--- src/rtl/touch_event_decoder_macros.svh ---
// Assertion helpers used by the decoder controller
`ifndef TOUCH_EVENT_DECODER_MACROS_SVH
`define TOUCH_EVENT_DECODER_MACROS_SVH

// Same-cycle implication, checked outside reset
`define TED_ASSERT_IMP(lbl, clk, rst_n, ante, cons, msg) \
    lbl: assert property (@(posedge clk) disable iff (!(rst_n)) (ante) |-> (cons)) \
        else $error(msg);

// Next-cycle implication, checked outside reset
`define TED_ASSERT_NEXT(lbl, clk, rst_n, ante, cons, msg) \
    lbl: assert property (@(posedge clk) disable iff (!(rst_n)) (ante) |=> (cons)) \
        else $error(msg);

`endif

--- src/rtl/ted_pkg.sv ---
package ted_pkg;

    // Event types
    localparam logic [15:0] EV_SYN = 16'h0000;
    localparam logic [15:0] EV_KEY = 16'h0001;
    localparam logic [15:0] EV_ABS = 16'h0003;

    // Event codes
    localparam logic [15:0] ABS_X          = 16'h0000;
    localparam logic [15:0] ABS_Y          = 16'h0001;
    localparam logic [15:0] ABS_FORCE      = 16'h0018;
    localparam logic [15:0] ABS_MT_X       = 16'h0035;
    localparam logic [15:0] ABS_MT_Y       = 16'h0036;
    localparam logic [15:0] ABS_MT_TRACKID = 16'h0039;
    localparam logic [15:0] KEY_CONTACT    = 16'h014A;

    // Configuration register indexes
    localparam int CFG_IDX_W = 3;
    localparam logic [CFG_IDX_W-1:0] CFG_RAW_X_MIN = 3'd0;
    localparam logic [CFG_IDX_W-1:0] CFG_RAW_X_MAX = 3'd1;
    localparam logic [CFG_IDX_W-1:0] CFG_RAW_Y_MIN = 3'd2;
    localparam logic [CFG_IDX_W-1:0] CFG_RAW_Y_MAX = 3'd3;
    localparam logic [CFG_IDX_W-1:0] CFG_SCREEN_W  = 3'd4;
    localparam logic [CFG_IDX_W-1:0] CFG_SCREEN_H  = 3'd5;

    // Reset values of the configuration registers
    localparam logic signed [31:0] RST_RAW_MIN  = 32'sd0;
    localparam logic signed [31:0] RST_RAW_MAX  = 32'sd32767;
    localparam logic [15:0]        RST_SCREEN_W = 16'd1024;
    localparam logic [15:0]        RST_SCREEN_H = 16'd600;

    // Divider: one quotient bit per step
    localparam int QUO_W  = 16;
    localparam int PROD_W = 48;

    typedef enum logic [1:0] {
        ACT_PRESS   = 2'd0,
        ACT_RELEASE = 2'd1,
        ACT_MOVE    = 2'd2
    } t_action;

    // Controller to datapath
    typedef struct packed {
        logic load;      // capture input request
        logic emit;      // load result register, commit touched flag
        logic prep;      // offset and range
        logic mul;       // product and saturation flags
        logic div_step;  // one restoring division step
        logic wb;        // write scaled coordinate
    } t_dp_cmd;

    // Datapath to controller
    typedef struct packed {
        logic is_coord;
        logic act_valid;
    } t_dp_status;

endpackage

--- src/rtl/ted_datapath.sv ---
module ted_datapath import ted_pkg::*; (
    input  logic                  i_clk,
    input  logic                  i_rst_n,
    input  logic                  i_cfg_we,
    input  logic [CFG_IDX_W-1:0]  i_cfg_index,
    input  logic [31:0]           i_cfg_data,
    input  logic [15:0]           i_event_type,
    input  logic [15:0]           i_event_code,
    input  logic signed [31:0]    i_event_value,
    input  t_dp_cmd               i_cmd,
    output t_dp_status            o_status,
    output logic [1:0]            o_action,
    output logic [15:0]           o_pos_x,
    output logic [15:0]           o_pos_y
);

    // Configuration
    logic signed [31:0] r_raw_x_min, r_raw_x_max, r_raw_y_min, r_raw_y_max;
    logic [15:0]        r_screen_w, r_screen_h;

    // Captured request
    logic [15:0]        r_type, r_code;
    logic signed [31:0] r_value;

    // Architectural state
    logic        r_touched;
    logic [15:0] r_last_x, r_last_y;

    // Scaling pipeline
    logic signed [32:0] r_diff;
    logic [31:0]        r_range;
    logic [15:0]        r_screen;
    logic               r_sat_zero, r_sat_max;
    logic [PROD_W-1:0]  r_rem, r_div;
    logic [QUO_W-1:0]   r_quo;

    // Result register payload
    t_action     r_out_action;
    logic [15:0] r_out_x, r_out_y;

    // Decode
    logic    dec_x, dec_y, prs_req, rel_req, syn_req;
    logic    act_valid;
    t_action act;

    // Scaling combinational terms
    logic signed [31:0] sel_lo, sel_hi;
    logic [15:0]        sel_screen;
    logic signed [32:0] n_diff, n_range_full;
    logic [31:0]        n_range;
    logic [PROD_W-1:0]  n_prod;
    logic               rem_ge;
    logic [15:0]        n_coord;

    // Classify captured event
    always_comb begin
        dec_x   = 1'b0;
        dec_y   = 1'b0;
        prs_req = 1'b0;
        rel_req = 1'b0;
        syn_req = 1'b0;
        if (r_type == EV_ABS) begin
            if (r_code == ABS_X || r_code == ABS_MT_X) begin
                dec_x = 1'b1;
            end else if (r_code == ABS_Y || r_code == ABS_MT_Y) begin
                dec_y = 1'b1;
            end else if (r_code == ABS_MT_TRACKID) begin
                prs_req = !r_value[31];
                rel_req = r_value[31];
            end else if (r_code == ABS_FORCE) begin
                prs_req = !r_value[31] && (r_value != 32'sd0);
                rel_req = (r_value == 32'sd0);
            end
        end else if (r_type == EV_KEY) begin
            if (r_code == KEY_CONTACT) begin
                prs_req = (r_value == 32'sd1);
                rel_req = (r_value == 32'sd0);
            end
        end else if (r_type == EV_SYN) begin
            syn_req = 1'b1;
        end
    end

    // Action from request and touched flag
    always_comb begin
        act_valid = 1'b1;
        act       = ACT_MOVE;
        if (prs_req && !r_touched) begin
            act = ACT_PRESS;
        end else if (rel_req && r_touched) begin
            act = ACT_RELEASE;
        end else if (syn_req && r_touched) begin
            act = ACT_MOVE;
        end else begin
            act_valid = 1'b0;
        end
    end

    assign o_status.is_coord  = dec_x || dec_y;
    assign o_status.act_valid = act_valid;

    // Offset and range for the selected axis; non-positive range counts as 1
    assign sel_lo       = dec_y ? r_raw_y_min : r_raw_x_min;
    assign sel_hi       = dec_y ? r_raw_y_max : r_raw_x_max;
    assign sel_screen   = dec_y ? r_screen_h  : r_screen_w;
    assign n_diff       = {r_value[31], r_value} - {sel_lo[31], sel_lo};
    assign n_range_full = {sel_hi[31], sel_hi} - {sel_lo[31], sel_lo};
    assign n_range      = (!n_range_full[32] && (n_range_full != 33'sd0))
                          ? n_range_full[31:0] : 32'd1;

    // Product only matters when 0 <= diff < range, so 32x16 unsigned
    assign n_prod = PROD_W'(r_diff[31:0]) * PROD_W'(r_screen);
    assign rem_ge = (r_rem >= r_div);

    // Clamp and select final coordinate
    always_comb begin
        if (r_sat_zero) begin
            n_coord = 16'd0;
        end else if (r_sat_max) begin
            n_coord = r_screen - 16'd1;
        end else begin
            n_coord = r_quo;
        end
    end

    // Configuration registers
    always_ff @(posedge i_clk) begin
        if (!i_rst_n) begin
            r_raw_x_min <= RST_RAW_MIN;
            r_raw_x_max <= RST_RAW_MAX;
            r_raw_y_min <= RST_RAW_MIN;
            r_raw_y_max <= RST_RAW_MAX;
            r_screen_w  <= RST_SCREEN_W;
            r_screen_h  <= RST_SCREEN_H;
        end else if (i_cfg_we) begin
            unique case (i_cfg_index)
                CFG_RAW_X_MIN: r_raw_x_min <= i_cfg_data;
                CFG_RAW_X_MAX: r_raw_x_max <= i_cfg_data;
                CFG_RAW_Y_MIN: r_raw_y_min <= i_cfg_data;
                CFG_RAW_Y_MAX: r_raw_y_max <= i_cfg_data;
                CFG_SCREEN_W:  r_screen_w  <= i_cfg_data[15:0];
                CFG_SCREEN_H:  r_screen_h  <= i_cfg_data[15:0];
                default: ;
            endcase
        end
    end

    // Touched flag and last coordinates
    always_ff @(posedge i_clk) begin
        if (!i_rst_n) begin
            r_touched <= 1'b0;
            r_last_x  <= 16'd0;
            r_last_y  <= 16'd0;
        end else begin
            if (i_cmd.emit) begin
                if (act == ACT_PRESS) begin
                    r_touched <= 1'b1;
                end else if (act == ACT_RELEASE) begin
                    r_touched <= 1'b0;
                end
            end
            if (i_cmd.wb) begin
                if (dec_y) begin
                    r_last_y <= n_coord;
                end else begin
                    r_last_x <= n_coord;
                end
            end
        end
    end

    // Request capture, scaling pipeline and result payload
    always_ff @(posedge i_clk) begin
        if (i_cmd.load) begin
            r_type  <= i_event_type;
            r_code  <= i_event_code;
            r_value <= i_event_value;
        end
        if (i_cmd.prep) begin
            r_diff   <= n_diff;
            r_range  <= n_range;
            r_screen <= sel_screen;
        end
        if (i_cmd.mul) begin
            r_sat_zero <= r_diff[32] || (r_screen == 16'd0);
            r_sat_max  <= !r_diff[32] && (r_diff[31:0] >= r_range);
            r_rem      <= n_prod;
            r_div      <= {1'b0, r_range, {(QUO_W-1){1'b0}}};
            r_quo      <= '0;
        end
        if (i_cmd.div_step) begin
            if (rem_ge) begin
                r_rem <= r_rem - r_div;
            end
            r_quo <= {r_quo[QUO_W-2:0], rem_ge};
            r_div <= r_div >> 1;
        end
        if (i_cmd.emit) begin
            r_out_action <= act;
            r_out_x      <= r_last_x;
            r_out_y      <= r_last_y;
        end
    end

    assign o_action = r_out_action;
    assign o_pos_x  = r_out_x;
    assign o_pos_y  = r_out_y;

endmodule

--- src/rtl/ted_ctrl.sv ---
`include "touch_event_decoder_macros.svh"

module ted_ctrl import ted_pkg::*; (
    input  logic       i_clk,
    input  logic       i_rst_n,
    input  logic       i_valid,
    output logic       o_ready,
    output logic       o_valid,
    input  logic       i_ready,
    input  t_dp_status i_status,
    output t_dp_cmd    o_cmd
);

    typedef enum logic [2:0] {
        S_IDLE,
        S_DECODE,
        S_PREP,
        S_MUL,
        S_DIV,
        S_WB
    } t_state;

    localparam int STEP_W = $clog2(QUO_W);

    t_state                  r_state;
    logic [STEP_W-1:0]       r_step;
    logic                    r_out_valid;

    logic slot_free;
    logic emit_ok;

    assign slot_free = !r_out_valid || i_ready;
    assign emit_ok   = (r_state == S_DECODE) && i_status.act_valid && slot_free;

    // Commands decoded from state
    always_comb begin
        o_cmd          = '0;
        o_cmd.load     = (r_state == S_IDLE) && i_valid;
        o_cmd.emit     = emit_ok;
        o_cmd.prep     = (r_state == S_PREP);
        o_cmd.mul      = (r_state == S_MUL);
        o_cmd.div_step = (r_state == S_DIV);
        o_cmd.wb       = (r_state == S_WB);
    end

    assign o_ready = (r_state == S_IDLE);
    assign o_valid = r_out_valid;

    // Sequencer and result valid
    always_ff @(posedge i_clk) begin
        if (!i_rst_n) begin
            r_state     <= S_IDLE;
            r_step      <= '0;
            r_out_valid <= 1'b0;
        end else begin
            if (emit_ok) begin
                r_out_valid <= 1'b1;
            end else if (i_ready) begin
                r_out_valid <= 1'b0;
            end

            unique case (r_state)
                S_IDLE: begin
                    if (i_valid) begin
                        r_state <= S_DECODE;
                    end
                end
                S_DECODE: begin
                    if (i_status.is_coord) begin
                        r_state <= S_PREP;
                    end else if (!i_status.act_valid || slot_free) begin
                        // no action, or action delivered into result register
                        r_state <= S_IDLE;
                    end
                end
                S_PREP: begin
                    r_state <= S_MUL;
                end
                S_MUL: begin
                    r_step  <= '0;
                    r_state <= S_DIV;
                end
                S_DIV: begin
                    r_step <= r_step + 1'b1;
                    if (r_step == STEP_W'(QUO_W - 1)) begin
                        r_state <= S_WB;
                    end
                end
                S_WB: begin
                    r_state <= S_IDLE;
                end
                default: begin
                    r_state <= S_IDLE;
                end
            endcase
        end
    end

    `TED_ASSERT_NEXT(a_accept_decodes, i_clk, i_rst_n, i_valid && o_ready,
        r_state == S_DECODE, "accepted request did not move to decode")
    `TED_ASSERT_IMP(a_emit_slot_free, i_clk, i_rst_n, o_cmd.emit,
        !r_out_valid || i_ready, "result overwritten before it was taken")
    `TED_ASSERT_NEXT(a_div_length, i_clk, i_rst_n,
        (r_state == S_DIV) && (r_step == STEP_W'(QUO_W - 1)),
        r_state == S_WB, "divider did not finish after its last step")
    `TED_ASSERT_IMP(a_wb_coord_only, i_clk, i_rst_n, o_cmd.wb,
        i_status.is_coord && !o_cmd.emit, "coordinate write for a non-coordinate request")

endmodule

--- src/rtl/touch_event_decoder.sv ---
// Touch, key and sync requests that give an action load the result register from decode;
// coordinate requests pass decode, offset, multiply, 16 divider steps and write, and update
// last X/Y only. A new request is accepted only after the previous one has returned to idle.
// A waiting result holds an action request in decode; coordinate requests never wait for it.
// Reset (synchronous, active low) clears touched, last X/Y and result valid, and loads the
// default ranges 0..32767 and screen size 1024x600.
module touch_event_decoder import ted_pkg::*; (
    input  logic                  i_clk,
    input  logic                  i_rst_n,
    input  logic                  i_cfg_we,
    input  logic [CFG_IDX_W-1:0]  i_cfg_index,
    input  logic [31:0]           i_cfg_data,
    input  logic                  i_valid,
    output logic                  o_ready,
    input  logic [15:0]           i_event_type,
    input  logic [15:0]           i_event_code,
    input  logic signed [31:0]    i_event_value,
    output logic                  o_valid,
    input  logic                  i_ready,
    output logic [1:0]            o_action,
    output logic [15:0]           o_pos_x,
    output logic [15:0]           o_pos_y
);

    t_dp_cmd    dp_cmd;
    t_dp_status dp_status;

    // Sequencer
    ted_ctrl u_ctrl (
        .i_clk    (i_clk),
        .i_rst_n  (i_rst_n),
        .i_valid  (i_valid),
        .o_ready  (o_ready),
        .o_valid  (o_valid),
        .i_ready  (i_ready),
        .i_status (dp_status),
        .o_cmd    (dp_cmd)
    );

    // Decode, scaling and result payload
    ted_datapath u_datapath (
        .i_clk         (i_clk),
        .i_rst_n       (i_rst_n),
        .i_cfg_we      (i_cfg_we),
        .i_cfg_index   (i_cfg_index),
        .i_cfg_data    (i_cfg_data),
        .i_event_type  (i_event_type),
        .i_event_code  (i_event_code),
        .i_event_value (i_event_value),
        .i_cmd         (dp_cmd),
        .o_status      (dp_status),
        .o_action      (o_action),
        .o_pos_x       (o_pos_x),
        .o_pos_y       (o_pos_y)
    );

endmodule
--- config.mk ---
export PLATFORM = sky130hd
export DESIGN_NAME = touch_event_decoder
export DESIGN_NICKNAME = d
export VERILOG_FILES = /design/src/rtl/ted_pkg.sv /design/src/rtl/ted_datapath.sv /design/src/rtl/ted_ctrl.sv /design/src/rtl/touch_event_decoder.sv
export VERILOG_INCLUDE_DIRS = /design/src /design/src/rtl
export SDC_FILE = /design/constraint.sdc
export NUM_CORES = 2
export LEC_CHECK = 0
export ABC_AREA = 1
export BUFFER_PORTS_ARGS = -buffer_cell sky130_fd_sc_hd__buf_2
export CORE_MARGIN = 2
export CORE_UTILIZATION = 38
export CTS_CLUSTER_DIAMETER = 30
export DETAILED_ROUTE_END_ITERATION = 16
export GPL_TIMING_DRIVEN = 0
export PLACE_DENSITY_LB_ADDON = 0.2
export SYNTH_ARGS = -nofsm -noshare
export SYNTH_HDL_FRONTEND = slang
export SYNTH_SLANG_ARGS = --single-unit
--- constraint.sdc ---
create_clock -name i_clk -period 10.8 [get_ports i_clk]
set_input_delay 0.54 -clock i_clk [delete_from_list [all_inputs] [get_ports i_clk]]
set_output_delay 0.54 -clock i_clk [all_outputs]
set_load 0.02 [all_outputs]
==> flow_metrics.tcl <==
set metrics [dict create \
    status "completed" \
    cpPeakStageDelay_ps 840 \
    endpoint_kind "register" \
    tritoncts "yes" \
    grt_use_total 0.256 \
    place_inst 7797 \
    rows 126 \
    drv_slew 0 \
    die_x_um 348 \
    leakage_nw 26.5 \
    gp_congestion 0.983 \
    finish.utilization 0.445 \
    hold_viol 0 \
    synth-main-ff-cell "dfxtp_1" \
    clk_latency_ps 710 \
    worstPathArrival_ps 8390 \
    final.setup_skew_ps 47.7 \
    synth_area_leaders "fa_1, edfxtp_1, nand2_1" \
    ys_seq_elements 493 \
    crit_slowest_cell "clkbuf_1" \
    place.detailed.hpwl_um 127000 \
    drv_cap 0 \
    synth-edff-count 244 \
    clock-root-buffer "clkbuf_16" \
    peakVddDrop_mv 0.133 \
    fmax_mhz 129 \
    clock_sinks 493 \
    worstSetupPathType "reg2reg" \
    synth_area_mm2 0.0451 \
    antenna_found_initial 6 \
    fillers 12227 \
    synth_cell_types 56 \
    drt_wl_total_um 155000 \
    crit_path_start_kind "register" \
    yosysTopAreaCellShare 0.187 \
    grt_pass1_wl_um 237000 \
    fin_cells 8069 \
    nNetsFinal 7216 \
    drtIter0Drc 2962 \
    h-tree-depth 3 \
    critPathTopFamily "adder cells" \
    required_ps 11430 \
    grt_start_max_net_pins 51 \
    drcViolationCount 0 \
    syn2layout_area_growth_pct 16.3 \
    core_mm2 0.118 \
    dieArea_mm2 0.121 \
    syn_area_per_cell_um2 7.38 \
    grt_pass1_vias 39854 \
    path_clk_slew_ps 50 \
    viasPerCell 4.98 \
    async_flop_share 0 \
    cts_setup_buffers 0 \
    synthTopCellsByCount "nand2_1, inv_1, nor2_1, fa_1, o21ai_0" \
    post-synth-top-count-cell "nand2_1" \
    first_pass_iters 7 \
    syn_nets 6903 \
    tightest_slew_ps 1230 \
    yosys.area.top_type "fa_1" \
    yosysWarnings 0 \
    worst_path_most_repeated_cell "nand2_1" \
    setup_tns_ps 0 \
    slew_headroom 0.180 \
    post-route-period-util 0.718 \
    finalPower_mw 6.64 \
    final_antenna_net_count 0 \
    rsz0062_at_grt "no" \
    ios 140 \
    path_max_fanout 10 \
    fin_crit_ps 7760 \
    power_density_mw_per_mm2 127 \
    min_path_type "in2reg" \
    whs_ps 40.9 \
    port_buffers 138 \
    wire_per_inst_um 19.2 \
    chipHeight_um 348 \
    drive_gt1_frac 0.0662 \
    cts_buffer_depth 3 \
    vias 40193 \
    synth-seq-area-share 0.273 \
    critPathBufInv 7 \
    start_util 0.382 \
    cts_made_buffers 117 \
    grt-ovfl-total 0 \
    finalSetupViolCount 0 \
    synth_cells 6113 \
]
## worst register-to-register path, delay by kind of cell, from the launching register on
family	cells	cell delay (ps)
buf+inv	7	1950
fa+ha+maj	7	3170
compound gates	1	480
simple gates	12	1770
flops	1	320
## routing by layer
| metal | up-vias | wire length, µm | global-route usage | part of all wire |
|---|---|---|---|---|
| met3 | 231 | 9840 | 0.0378 | 0.064 |
| met4 | 2 | 5240 | 0.0872 | 0.034 |
| met2 | 1238 | 72800 | 0.427 | 0.47 |
| met1 | 19295 | 66800 | 0.338 | 0.43 |
| li1 | 19427 | - | - | - |
| met5 | - | 13 | 0 | 0.000084 |
## cell families (layout without fill, tap and decap cells)
| kind of cell | count (synthesis) | in the layout | synth area share |
|---|---|---|---|
| AO/OA/AOI/OAI | 720 | 720 | 0.0867 |
| XOR/XNOR | 91 | 91 | 0.0177 |
| adder cells (fa/ha/maj) | 686 | 686 | 0.260 |
| buffers and inverters | 1462 | 1879 | 0.123 |
| flip-flops | 493 | 493 | 0.273 |
| multiplexers | 31 | 31 | 0.00688 |
| other | 0 | 3 | 0 |
| AND/OR/NAND/NOR | 2630 | 2630 | 0.233 |
## placed cells by master (no fill, tap or decap), drive strengths merged, types with 6 or more instances in the layout
| master | count |
|---|---|
| a21oi | 238 |
| dlygate4sd3 | 46 |
| or2 | 8 |
| and3 | 6 |
| clkinvlp | 10 |
| nand4 | 42 |
| o21bai | 16 |
| o21a | 14 |
| nor3 | 43 |
| nand3 | 189 |
| nand2 | 1597 |
| a21o | 13 |
| and2 | 10 |
| a21boi | 10 |
| mux2i | 31 |
| o21ai | 374 |
| bufinv | 17 |
| xnor2 | 40 |
| ha | 265 |
| dfxtp | 249 |
| xor2 | 51 |
| fa | 421 |
| nor2 | 713 |
| clkinv | 59 |
| buf | 171 |
| nor4 | 10 |
| edfxtp | 244 |
| o211ai | 11 |
| a31oi | 17 |
| nand3b | 9 |
| inv | 1237 |
| clkbuf | 339 |
## per-stage QoR
stage               setup slack [ps]  instance area, µm²
floorplan                       4230               45100
global placement                1720               47700
detailed placement              3140               47900
CTS                             3110               52400
global route                    2720               52400
finish                          3040               52400
## path summary, 6_finish.rpt
path	cells after the start	to	slack, ps	startpoint
worst min register to register	0	u_datapath.o_pos_y[7]$_DFFE_PP_	430	u_datapath.r_last_y[7]$_SDFFE_PN0P_
worst min-delay path	1	u_datapath.r_value[0]$_DFFE_PP_	40	i_event_value[0]
worst max-delay path	27	u_datapath.r_rem[34]$_DFF_P_	3040	u_datapath.r_screen[7]$_DFFE_PP_
worst max register to register	27	u_datapath.r_rem[34]$_DFF_P_	3040	u_datapath.r_screen[7]$_DFFE_PP_
## report_power, final
part | switching [mW] | internal (mW)
registers | 0.0481 | 2.06
clock network | 1.18 | 2.41
logic | 0.610 | 0.323
total | 1.84 | 4.79
## state kept, by name, summed over array words and instances (netlist names), 32 cells and up
name and cells:
u_datapath.r_diff 33, u_datapath.r_raw_x_max 32, u_datapath.r_rem 48, u_datapath.r_raw_y_max 32, u_datapath.r_raw_y_min 32, u_datapath.r_value 32
u_datapath.r_range 32, u_datapath.r_div 47, u_datapath.r_raw_x_min 32
## repair_timing
item	4_1_cts	5_1_grt
endpoints found under the hold margin	46	0
gates resized for setup	0	0
hold buffers	46	0
setup endpoints to repair	0	0
## cell type report
type / instances / area [µm²] / share of cell area
plain buffers: 233 / 911 / 0.0174
flip-flops and latches: 493 / 12300 / 0.235
clock inverters: 94 / 1100 / 0.0209
well taps: 1536 / 1920 / 0.0366
diodes: 3 / 7.51 / 0.000143
repair buffers: 194 / 1300 / 0.0247
inverters: 1229 / 4610 / 0.0880
clock buffers: 129 / 3000 / 0.0573
multi-input cells: 4158 / 27300 / 0.520
No activity file was read; power rests on OpenSTA's default activity.
